[src/hw/rtl/llrp_pkg.sv]
// shared types and constants of the least-loaded row partition unit
// no dependencies

package llrp_pkg;

   localparam int LLRP_MAX_ROWS = 16;

   localparam int ROW_W   = 24;
   localparam int ITEM_W  = 12;
   localparam int PAD_W   = 9;
   localparam int RCNT_W  = 5;
   localparam int RIDX_W  = 4;
   localparam int CSR_W   = 9;

   localparam logic [ROW_W-1:0] ROW_SAT = {ROW_W{1'b1}};

   // configuration register indexes
   localparam logic REG_ROW_COUNT = 1'b0;
   localparam logic REG_PAD_WIDTH = 1'b1;

   typedef enum logic [1:0] {
      IDLE_ST,
      SCAN_ST,
      UPD_ST
   } state_type;

   // control broadcast from the sequencer to every cell
   typedef struct packed {
      logic             upd;
      logic             clr;
      logic [ROW_W-1:0] upd_width;
      logic [PAD_W-1:0] pad;
   } cell_ctl_type;

endpackage

[src/hw/rtl/llrp_cell.sv]
// one row cell: holds one running row width and one stage of the min-search chain
// depends on llrp_pkg

module llrp_cell
   import llrp_pkg::*;
#(
   parameter int MAX_ROWS = LLRP_MAX_ROWS,
   parameter int IDX      = 0
) (
   input  logic                          clock,
   input  logic                          reset,
   input  cell_ctl_type                  ctl,
   input  logic [$clog2(MAX_ROWS)-1:0]   upd_idx,
   input  logic [$clog2(MAX_ROWS+1)-1:0] rows_n,
   input  logic [ROW_W-1:0]              cand_w_i,
   input  logic [$clog2(MAX_ROWS)-1:0]   cand_idx_i,
   output logic [ROW_W-1:0]              cand_w_o,
   output logic [$clog2(MAX_ROWS)-1:0]   cand_idx_o
);

   localparam int IDX_W = $clog2(MAX_ROWS);
   localparam int CNT_W = $clog2(MAX_ROWS + 1);
   localparam logic [IDX_W-1:0] MY_IDX = IDX_W'(IDX);
   localparam logic [CNT_W-1:0] MY_POS = CNT_W'(IDX);

   logic [ROW_W-1:0] width_ff, width_in;
   logic [ROW_W-1:0] cand_w_ff, cand_w_in;
   logic [IDX_W-1:0] cand_idx_ff, cand_idx_in;
   logic             take_own;

   // strict compare keeps the lower row on a tie
   always_comb begin
      take_own = (IDX == 0) || ((MY_POS < rows_n) && (width_ff < cand_w_i));
      cand_w_in   = take_own ? width_ff : cand_w_i;
      cand_idx_in = take_own ? MY_IDX : cand_idx_i;
   end

   always_comb begin
      if (ctl.clr) begin
         width_in = ROW_W'(ctl.pad);
      end else if (ctl.upd && (upd_idx == MY_IDX)) begin
         width_in = ctl.upd_width;
      end else begin
         width_in = width_ff;
      end
   end

   always_ff @(posedge clock) begin
      if (reset) begin
         width_ff <= '0;
      end else begin
         width_ff <= width_in;
      end
   end

   always_ff @(posedge clock) begin
      cand_w_ff   <= cand_w_in;
      cand_idx_ff <= cand_idx_in;
   end

   assign cand_w_o   = cand_w_ff;
   assign cand_idx_o = cand_idx_ff;

endmodule

[src/hw/rtl/least_loaded_row_partition_unit.sv]
// top level of the least-loaded row partition unit: sequencer, config and cell chain
// depends on llrp_pkg and llrp_cell
//
// usage:
//  - req_ channel: one beat per item, item width in req_tdata[11:0], req_tlast marks
//    the last item of a run
//  - rsp_ channel: one beat per item, chosen row in rsp_tdata[3:0], largest row width
//    so far in rsp_tdata[27:4], rsp_tlast closes the run
//  - csr_ port: row count (index 0) and pad width (index 1), written while idle;
//    each write starts a new run, rows are cleared on the following cycle
// sequence:
//  - the min search walks the row cells one per cycle; the result beat is
//    registered in the update that ends the search
//  - one item at a time: accept, a search step per row cell, update
// reset: one row in use, zero padding, all rows and the maximum at zero
// stall: a waiting result beat is held in the output register; the next item
//  may still be taken and searched, its update waits until the beat leaves
// after the last item of a run the rows return to the pad width in the same update

module least_loaded_row_partition_unit
   import llrp_pkg::*;
#(
   parameter int MAX_ROWS = LLRP_MAX_ROWS
) (
   input  logic              clock,
   input  logic              reset,
   // slave side
   input  logic              req_tvalid,
   output logic              req_tready,
   input  logic [15:0]       req_tdata,   // [11:0] item_width, [15:12] zero
   input  logic              req_tlast,   // last_item
   // master side
   output logic              rsp_tvalid,
   input  logic              rsp_tready,
   output logic [31:0]       rsp_tdata,   // [3:0] row_index, [27:4] max_row_width
   output logic              rsp_tlast,   // run_done
   // configuration
   input  logic              csr_we,
   input  logic              csr_index,
   input  logic [CSR_W-1:0]  csr_wdata
);

   localparam int IDX_W = $clog2(MAX_ROWS);
   localparam int CNT_W = $clog2(MAX_ROWS + 1);
   localparam int RC_W  = (CNT_W > RCNT_W) ? CNT_W : RCNT_W;
   localparam int SUM_W = ROW_W + 2;

   state_type state_ff, state_in;

   // configuration
   logic [RCNT_W-1:0] row_count_ff, row_count_in;
   logic [PAD_W-1:0]  pad_ff, pad_in;
   logic              clr_pend_ff, clr_pend_in;
   logic [CNT_W-1:0]  rows_n;
   logic [RC_W-1:0]   rc_ext;

   // item in flight
   logic [ITEM_W-1:0] item_ff, item_in;
   logic              last_ff, last_in;
   logic [CNT_W-1:0]  scan_cnt_ff, scan_cnt_in;

   // result path
   logic [ROW_W-1:0]  run_max_ff, run_max_in;
   logic              rsp_valid_ff, rsp_valid_in;
   logic [RIDX_W-1:0] rsp_idx_ff, rsp_idx_in;
   logic [ROW_W-1:0]  rsp_max_ff, rsp_max_in;
   logic              rsp_last_ff, rsp_last_in;

   logic              accept;
   logic              upd_go;
   logic              scan_done;
   logic [SUM_W-1:0]  sum;
   logic [ROW_W-1:0]  grown;
   logic [ROW_W-1:0]  new_max;
   logic [ROW_W-1:0]  best_w;
   logic [IDX_W-1:0]  best_idx;
   cell_ctl_type      ctl;

   // search chain
   logic [ROW_W-1:0]  cw [MAX_ROWS];
   logic [IDX_W-1:0]  ci [MAX_ROWS];

   // rows in use: zero means one, anything above the chain length is clamped
   always_comb begin
      rc_ext = RC_W'(row_count_ff);
      if (rc_ext == '0) begin
         rows_n = CNT_W'(1);
      end else if (rc_ext > RC_W'(MAX_ROWS)) begin
         rows_n = CNT_W'(MAX_ROWS);
      end else begin
         rows_n = CNT_W'(rc_ext);
      end
   end

   assign best_w   = cw[MAX_ROWS-1];
   assign best_idx = ci[MAX_ROWS-1];

   assign accept    = req_tvalid && req_tready;
   assign upd_go    = (state_ff == UPD_ST) && (!rsp_valid_ff || rsp_tready);
   assign scan_done = (scan_cnt_ff == CNT_W'(MAX_ROWS - 1));

   // chosen row grows by item plus padding, saturating
   always_comb begin
      sum     = SUM_W'(best_w) + SUM_W'(item_ff) + SUM_W'(pad_ff);
      grown   = (sum > SUM_W'(ROW_SAT)) ? ROW_SAT : sum[ROW_W-1:0];
      new_max = (grown > run_max_ff) ? grown : run_max_ff;
   end

   // next state
   always_comb begin
      state_in = state_ff;
      unique case (state_ff)
         IDLE_ST: begin
            if (accept) begin
               state_in = SCAN_ST;
            end
         end
         SCAN_ST: begin
            if (scan_done) begin
               state_in = UPD_ST;
            end
         end
         UPD_ST: begin
            if (upd_go) begin
               state_in = IDLE_ST;
            end
         end
         default: state_in = IDLE_ST;
      endcase
   end

   // sequencer outputs
   always_comb begin
      req_tready    = 1'b0;
      scan_cnt_in   = scan_cnt_ff;
      item_in       = item_ff;
      last_in       = last_ff;
      ctl.upd       = 1'b0;
      ctl.clr       = clr_pend_ff;
      ctl.upd_width = grown;
      ctl.pad       = pad_ff;
      unique case (state_ff)
         IDLE_ST: begin
            req_tready  = !clr_pend_ff;
            scan_cnt_in = '0;
            if (accept) begin
               item_in = req_tdata[ITEM_W-1:0];
               last_in = req_tlast;
            end
         end
         SCAN_ST: begin
            scan_cnt_in = scan_cnt_ff + CNT_W'(1);
         end
         UPD_ST: begin
            ctl.upd = upd_go;
            ctl.clr = clr_pend_ff || (upd_go && last_ff);
         end
         default: begin
            req_tready = 1'b0;
         end
      endcase
   end

   // configuration writes; rows clear on the next cycle
   always_comb begin
      row_count_in = row_count_ff;
      pad_in       = pad_ff;
      clr_pend_in  = 1'b0;
      if (csr_we) begin
         clr_pend_in = 1'b1;
         unique case (csr_index)
            REG_ROW_COUNT: row_count_in = csr_wdata[RCNT_W-1:0];
            REG_PAD_WIDTH: pad_in       = csr_wdata[PAD_W-1:0];
            default:       clr_pend_in  = 1'b1;
         endcase
      end
   end

   // running maximum and output register
   always_comb begin
      run_max_in   = run_max_ff;
      rsp_valid_in = rsp_valid_ff;
      rsp_idx_in   = rsp_idx_ff;
      rsp_max_in   = rsp_max_ff;
      rsp_last_in  = rsp_last_ff;
      if (rsp_tready) begin
         rsp_valid_in = 1'b0;
      end
      if (upd_go) begin
         run_max_in   = new_max;
         rsp_valid_in = 1'b1;
         rsp_idx_in   = RIDX_W'(best_idx);
         rsp_max_in   = new_max;
         rsp_last_in  = last_ff;
      end
      if (ctl.clr) begin
         run_max_in = ROW_W'(pad_ff);
      end
   end

   always_ff @(posedge clock) begin
      if (reset) begin
         state_ff     <= IDLE_ST;
         row_count_ff <= RCNT_W'(1);
         pad_ff       <= '0;
         clr_pend_ff  <= 1'b0;
         run_max_ff   <= '0;
         rsp_valid_ff <= 1'b0;
         scan_cnt_ff  <= '0;
      end else begin
         state_ff     <= state_in;
         row_count_ff <= row_count_in;
         pad_ff       <= pad_in;
         clr_pend_ff  <= clr_pend_in;
         run_max_ff   <= run_max_in;
         rsp_valid_ff <= rsp_valid_in;
         scan_cnt_ff  <= scan_cnt_in;
      end
   end

   always_ff @(posedge clock) begin
      item_ff     <= item_in;
      last_ff     <= last_in;
      rsp_idx_ff  <= rsp_idx_in;
      rsp_max_ff  <= rsp_max_in;
      rsp_last_ff <= rsp_last_in;
   end

   assign rsp_tvalid = rsp_valid_ff;
   assign rsp_tdata  = {4'b0, rsp_max_ff, rsp_idx_ff};
   assign rsp_tlast  = rsp_last_ff;

   // row cells: each passes the best (width, row) so far to its right neighbor
   for (genvar g = 0; g < MAX_ROWS; g++) begin : g_cell
      if (g == 0) begin : g_head
         llrp_cell #(
            .MAX_ROWS (MAX_ROWS),
            .IDX      (g)
         ) u_cell (
            .clock      (clock),
            .reset      (reset),
            .ctl        (ctl),
            .upd_idx    (best_idx),
            .rows_n     (rows_n),
            .cand_w_i   ('0),
            .cand_idx_i ('0),
            .cand_w_o   (cw[g]),
            .cand_idx_o (ci[g])
         );
      end else begin : g_body
         llrp_cell #(
            .MAX_ROWS (MAX_ROWS),
            .IDX      (g)
         ) u_cell (
            .clock      (clock),
            .reset      (reset),
            .ctl        (ctl),
            .upd_idx    (best_idx),
            .rows_n     (rows_n),
            .cand_w_i   (cw[g-1]),
            .cand_idx_i (ci[g-1]),
            .cand_w_o   (cw[g]),
            .cand_idx_o (ci[g])
         );
      end
   end

   // the chain never picks a row outside the rows in use
   a_best_in_use: assert property (@(posedge clock) disable iff (reset)
      (state_ff == UPD_ST) |-> (CNT_W'(best_idx) < rows_n))
      else $error("chosen row outside rows in use");

   // a result beat only starts from an update
   a_rsp_from_upd: assert property (@(posedge clock) disable iff (reset)
      $rose(rsp_valid_ff) |-> ($past(state_ff) == UPD_ST))
      else $error("result beat without update");

   // closing a run brings the maximum back to the padding
   a_run_restart: assert property (@(posedge clock) disable iff (reset)
      (upd_go && last_ff && !csr_we) |=> (run_max_ff == ROW_W'(pad_ff)))
      else $error("running maximum not restarted");

   // no item is taken while a clear is pending
   a_no_accept_clr: assert property (@(posedge clock) disable iff (reset)
      clr_pend_ff |-> !req_tready)
      else $error("item accepted during row clear");

endmodule

[config.mk]
export PLATFORM = sky130hd
export DESIGN_NAME = least_loaded_row_partition_unit
export DESIGN_NICKNAME = d
export VERILOG_FILES = /design/src/hw/rtl/llrp_pkg.sv /design/src/hw/rtl/llrp_cell.sv /design/src/hw/rtl/least_loaded_row_partition_unit.sv
export SDC_FILE = /design/constraint.sdc
export NUM_CORES = 2
export LEC_CHECK = 0
export ABC_CLOCK_PERIOD_IN_PS = 4900
export BUFFER_PORTS_ARGS = -buffer_cell sky130_fd_sc_hd__buf_2
export CORE_MARGIN = 2
export CORE_UTILIZATION = 53
export DETAILED_ROUTE_END_ITERATION = 7
export PLACE_DENSITY = 0.76
export SKIP_LAST_GASP = 1
export SLEW_MARGIN = 15
export SYNTH_ARGS = -nofsm -noshare
export SYNTH_HDL_FRONTEND = slang
export SYNTH_SLANG_ARGS = --single-unit
[constraint.sdc]
create_clock -name clock -period 4.9 [get_ports clock]
set_input_delay 0.245 -clock clock [delete_from_list [all_inputs] [get_ports clock]]
set_output_delay 0.245 -clock clock [all_outputs]
set_load 0.02 [all_outputs]
==> summary.md <==
| Metric | Value |
|---|---|
| Tcrit/Tclk final | 0.957 |
| Skew final | 0.0268 ns |
| Cell Int Power | 0.0122 W |
| Pwr dens | 353 mW/mm^2 |
| CP Launch Type | flip-flop |
| Initial antenna violation count | 7 |
| Unique masters post-synth | 89 |
| GR Overflow Total | 0 |
| Status | completed |
| Most used DFF post-synth | dfxtp_1 |
| Vias in the first global route | 29900 |
| Worst path arrival time | 5.09 ns |
| First-pass DRT Iterations | 6 |
| Num CTS Buffers | 88 |
| Max-cap viol count | 0 |
| Logic pwr share | 0.084 |
| Required @ worst endpoint | 5.30 ns |
| CTS Sinks | 906 |
| Sequential-to-total area share from yosys stat | 0.453 |
| Fin cells | 5398 |
| Synth async-reset ratio | 0 |
| Share of cells above drive strength 1 | 0.169 |
| Total Nets Final | 4718 |
| Final Hold Fails | 0 |
| Vias | 30900 |
| HPWL after DPL | 75.0 mm |
| Clock Latency Late Sink | 0.65 ns |
| Leak | 18.9 nW |
| Clock Tree Root | clkbuf_16 |
| I/O pin cnt | 67 |
| Post-DP Area | 0.0422 sq mm |
| Initial Utilization | 0.537 |
| Net switching power of the design | 0.00395 W |
| Min Tclk post-route | 4.69 ns |
| Critical Path Sink Type | flip-flop |
| Clock tree buffer depth | 3 |
| Mapped cell area | 0.0409 sq mm |
| Post-synth EDFFs | 42 |
| All-layer global routing usage | 0.281 |
| Max-slew violation count | 0 |
| Synth warnings | 0 |
| Largest net degree at the start of global routing | 49 |
| Final setup fails | 0 |
| Seq pwr share | 0.481 |
| Most frequent cell after synthesis | dfxtp_1 |
| Synth-to-layout area growth | 11.6% |
| RSZ-0062 raised after global routing | false |
| Final RePlAce weighted congestion | 0.899 |
| IO buf count | 58 |
| Die Area | 0.0795 sq mm |
| Cell type with the highest aggregate area in the netlist | dfxtp_1 |
| Largest cells by area after synthesis | dfxtp_1, ha_1, mux2_2, o21ai_0, a21oi_1 |
| VDD IR max | 0.309 mV |
| Die W | 282 microns |
| Synth top area share | 0.423 |
| Design Area, Final | 0.0457 sq mm |
| Routed WL | 112 mm |
| Wire length of the first global-routing pass | 172 mm |
| Placed Cells | 5195 |
| Number of routed nets with antenna violations | 0 |
| Row cnt | 101 |
| Tightest Pin Transition | 1.15 ns |
| FF+latch count, synth | 906 |
| Hold crit path type | input port to flip-flop |
| Hold slack | 0.0388 ns |
| 1st-iter DRT viols | 2649 |
| H-Tree Depth | 3 |
| Worst-path maximum fanout | 4 |
| Rel. slew slack | 0.233 |
| Setup TNS | 0 ns |
| Syn avg cell area | 9.70 sq um |
| Die H | 282 microns |
| Clk slew on worst S/H paths | 0.06 ns |
| Core Region | 0.0762 sq mm |
| Avg WL per Cell | 20.8 microns |
| Clock network fraction of total power | 0.435 |
| Post-synthesis cell count | 4217 |
| Fmax | 213 MHz |
| Crit Path Category | flip-flop to flip-flop |
| CTS tree | done |
| Most instantiated cells after synthesis | dfxtp_1, o21ai_0, inv_1, ha_1, a21oi_1 |
| Via density | 5.72 |
| Residual DRC | 0 |
| Switching share of power | 0.245 |
-- state kept, by name (all words and copies together) (netlist names), 2 cells and up --
name / count
rsp_idx_ff: 4
scan_cnt_ff: 5
g_cell.g_head.u_cell.cand_w_o: 24
state_ff: 2
rsp_max_ff: 24
g_cell.g_head.u_cell.cand_w_in: 24
rc_ext: 5
pad_ff: 9
g_cell.g_body.u_cell.width_ff: 360
g_cell.g_body.u_cell.cand_w_o: 360
g_cell.g_body.u_cell.cand_idx_o: 49
run_max_ff: 24
item_ff: 12
-- cell type report --
| type | instances | area (sq um) |
|---|---|---|
| fill | 6188 | 30500 |
| multi-input combinational | 2699 | 19900 |
| sequential | 906 | 18600 |
| clock buffer | 127 | 2580 |
| inverter | 421 | 1580 |
| timing repair buffer | 174 | 1370 |
| tap | 1030 | 1290 |
| clock inverter | 38 | 437 |
| antenna | 3 | 7.51 |
-- power by group through the flow --
stage | combinational (W) | sequential, W | clock (W)
floorplan | 0.000868 | 0.00783 | 0
global placement | 0.00125 | 0.00791 | 0
detailed placement | 0.00128 | 0.00791 | 0
CTS | 0.00131 | 0.00775 | 0.00707
global route | 0.00142 | 0.00776 | 0.00739
finish | 0.00135 | 0.00775 | 0.00701
-- per-stage QoR --
stage | util | setup slack (ns) | power [W]
floorplan | - | 0.0796 | 0.00870
finish | 0.599 | 0.209 | 0.0161
global route | 0.599 | 0.00107 | 0.0166
CTS | 0.598 | 0.0212 | 0.0161
detailed placement | 0.554 | -0.0412 | 0.00919
global placement | 0.554 | 0.0614 | 0.00916
-- final timing paths --
| check | from | end | slack, ns | depth (start not counted) |
|---|---|---|---|---|
| worst min-delay path | req_tvalid | state_ff[0]$_SDFFE_PP0P_ | 0.04 | 4 |
| worst min register to register | g_cell[0].g_head.u_cell.cand_w_in[15]$_SDFFE_PP0P_ | g_cell[0].g_head.u_cell.cand_w_o[15]$_DFF_P_ | 0.35 | 0 |
| worst max-delay path | item_ff[1]$_DFFE_PP_ | rsp_max_ff[22]$_DFFE_PP_ | 0.21 | 19 |
| worst max register to register | item_ff[1]$_DFFE_PP_ | rsp_max_ff[22]$_DFFE_PP_ | 0.21 | 19 |
-- logic make-up after synthesis --
group / share of synthesized area
multiplexers: 0.108
AO/OA/AOI/OAI: 0.154
XOR/XNOR: 0.00171
flip-flops: 0.453
other: 0.0000916
buffers and inverters: 0.0637
AND/OR/NAND/NOR: 0.0963
adder cells (fa/ha/maj): 0.123
-- critical path, stage by stage (launching register included) --
cell and delay, ns:
edfxtp_1 0.40, fa_1 0.50, ha_2 0.22, inv_1 0.09
fa_2 0.25, nor2b_4 0.05, o31a_1 0.30, o311ai_4 0.31
nand3_2 0.18, buf_4 0.19, a21oi_1 0.14, a41o_1 0.13
inv_1 0.05, ha_1 0.28, nand4_1 0.20, nor2_1 0.08
a22oi_1 0.17, nand3_1 0.21, o21ai_4 0.33, mux2_2 0.38
-- layout by cell type, fill, tap and decap left out, drive strengths merged, types with 9 or more instances in the layout --
cell type	synthesis	routed
a211oi	64	64
a21o	63	63
a21oi	378	378
a221oi	10	10
a31oi	9	9
buf	98	141
clkbuf	96	127
clkinv	0	19
dfxtp	864	864
dlygate4sd3	0	33
edfxtp	42	42
fa	10	10
ha	386	386
inv	421	425
mux2	362	362
mux2i	12	12
nand2	238	238
nand2b	29	29
nand3	49	49
nand4	54	54
nand4b	10	10
nor2	321	321
nor2b	46	46
nor3	24	24
nor4	9	9
o211ai	23	23
o21a	10	10
o21ai	452	452
or2	26	26
-- per-layer routing --
layer  up-vias  global-route usage  wire length, microns
met2      1158               0.457                 51200
met4         4               0.108                  4540
li1      14800                   -                     -
met3       262              0.0585                  9380
met1     14700               0.365                 47200
met5         -                   0                    23
-- what timing repair did --
item,in CTS,in global routing
endpoints found under the hold margin,29,0
setup buffers,0,1
gates resized for setup,2,8
hold buffers,33,0
endpoints found under the setup margin,13,48
pin swaps,0,7
Power figures use the tool's default switching activity.
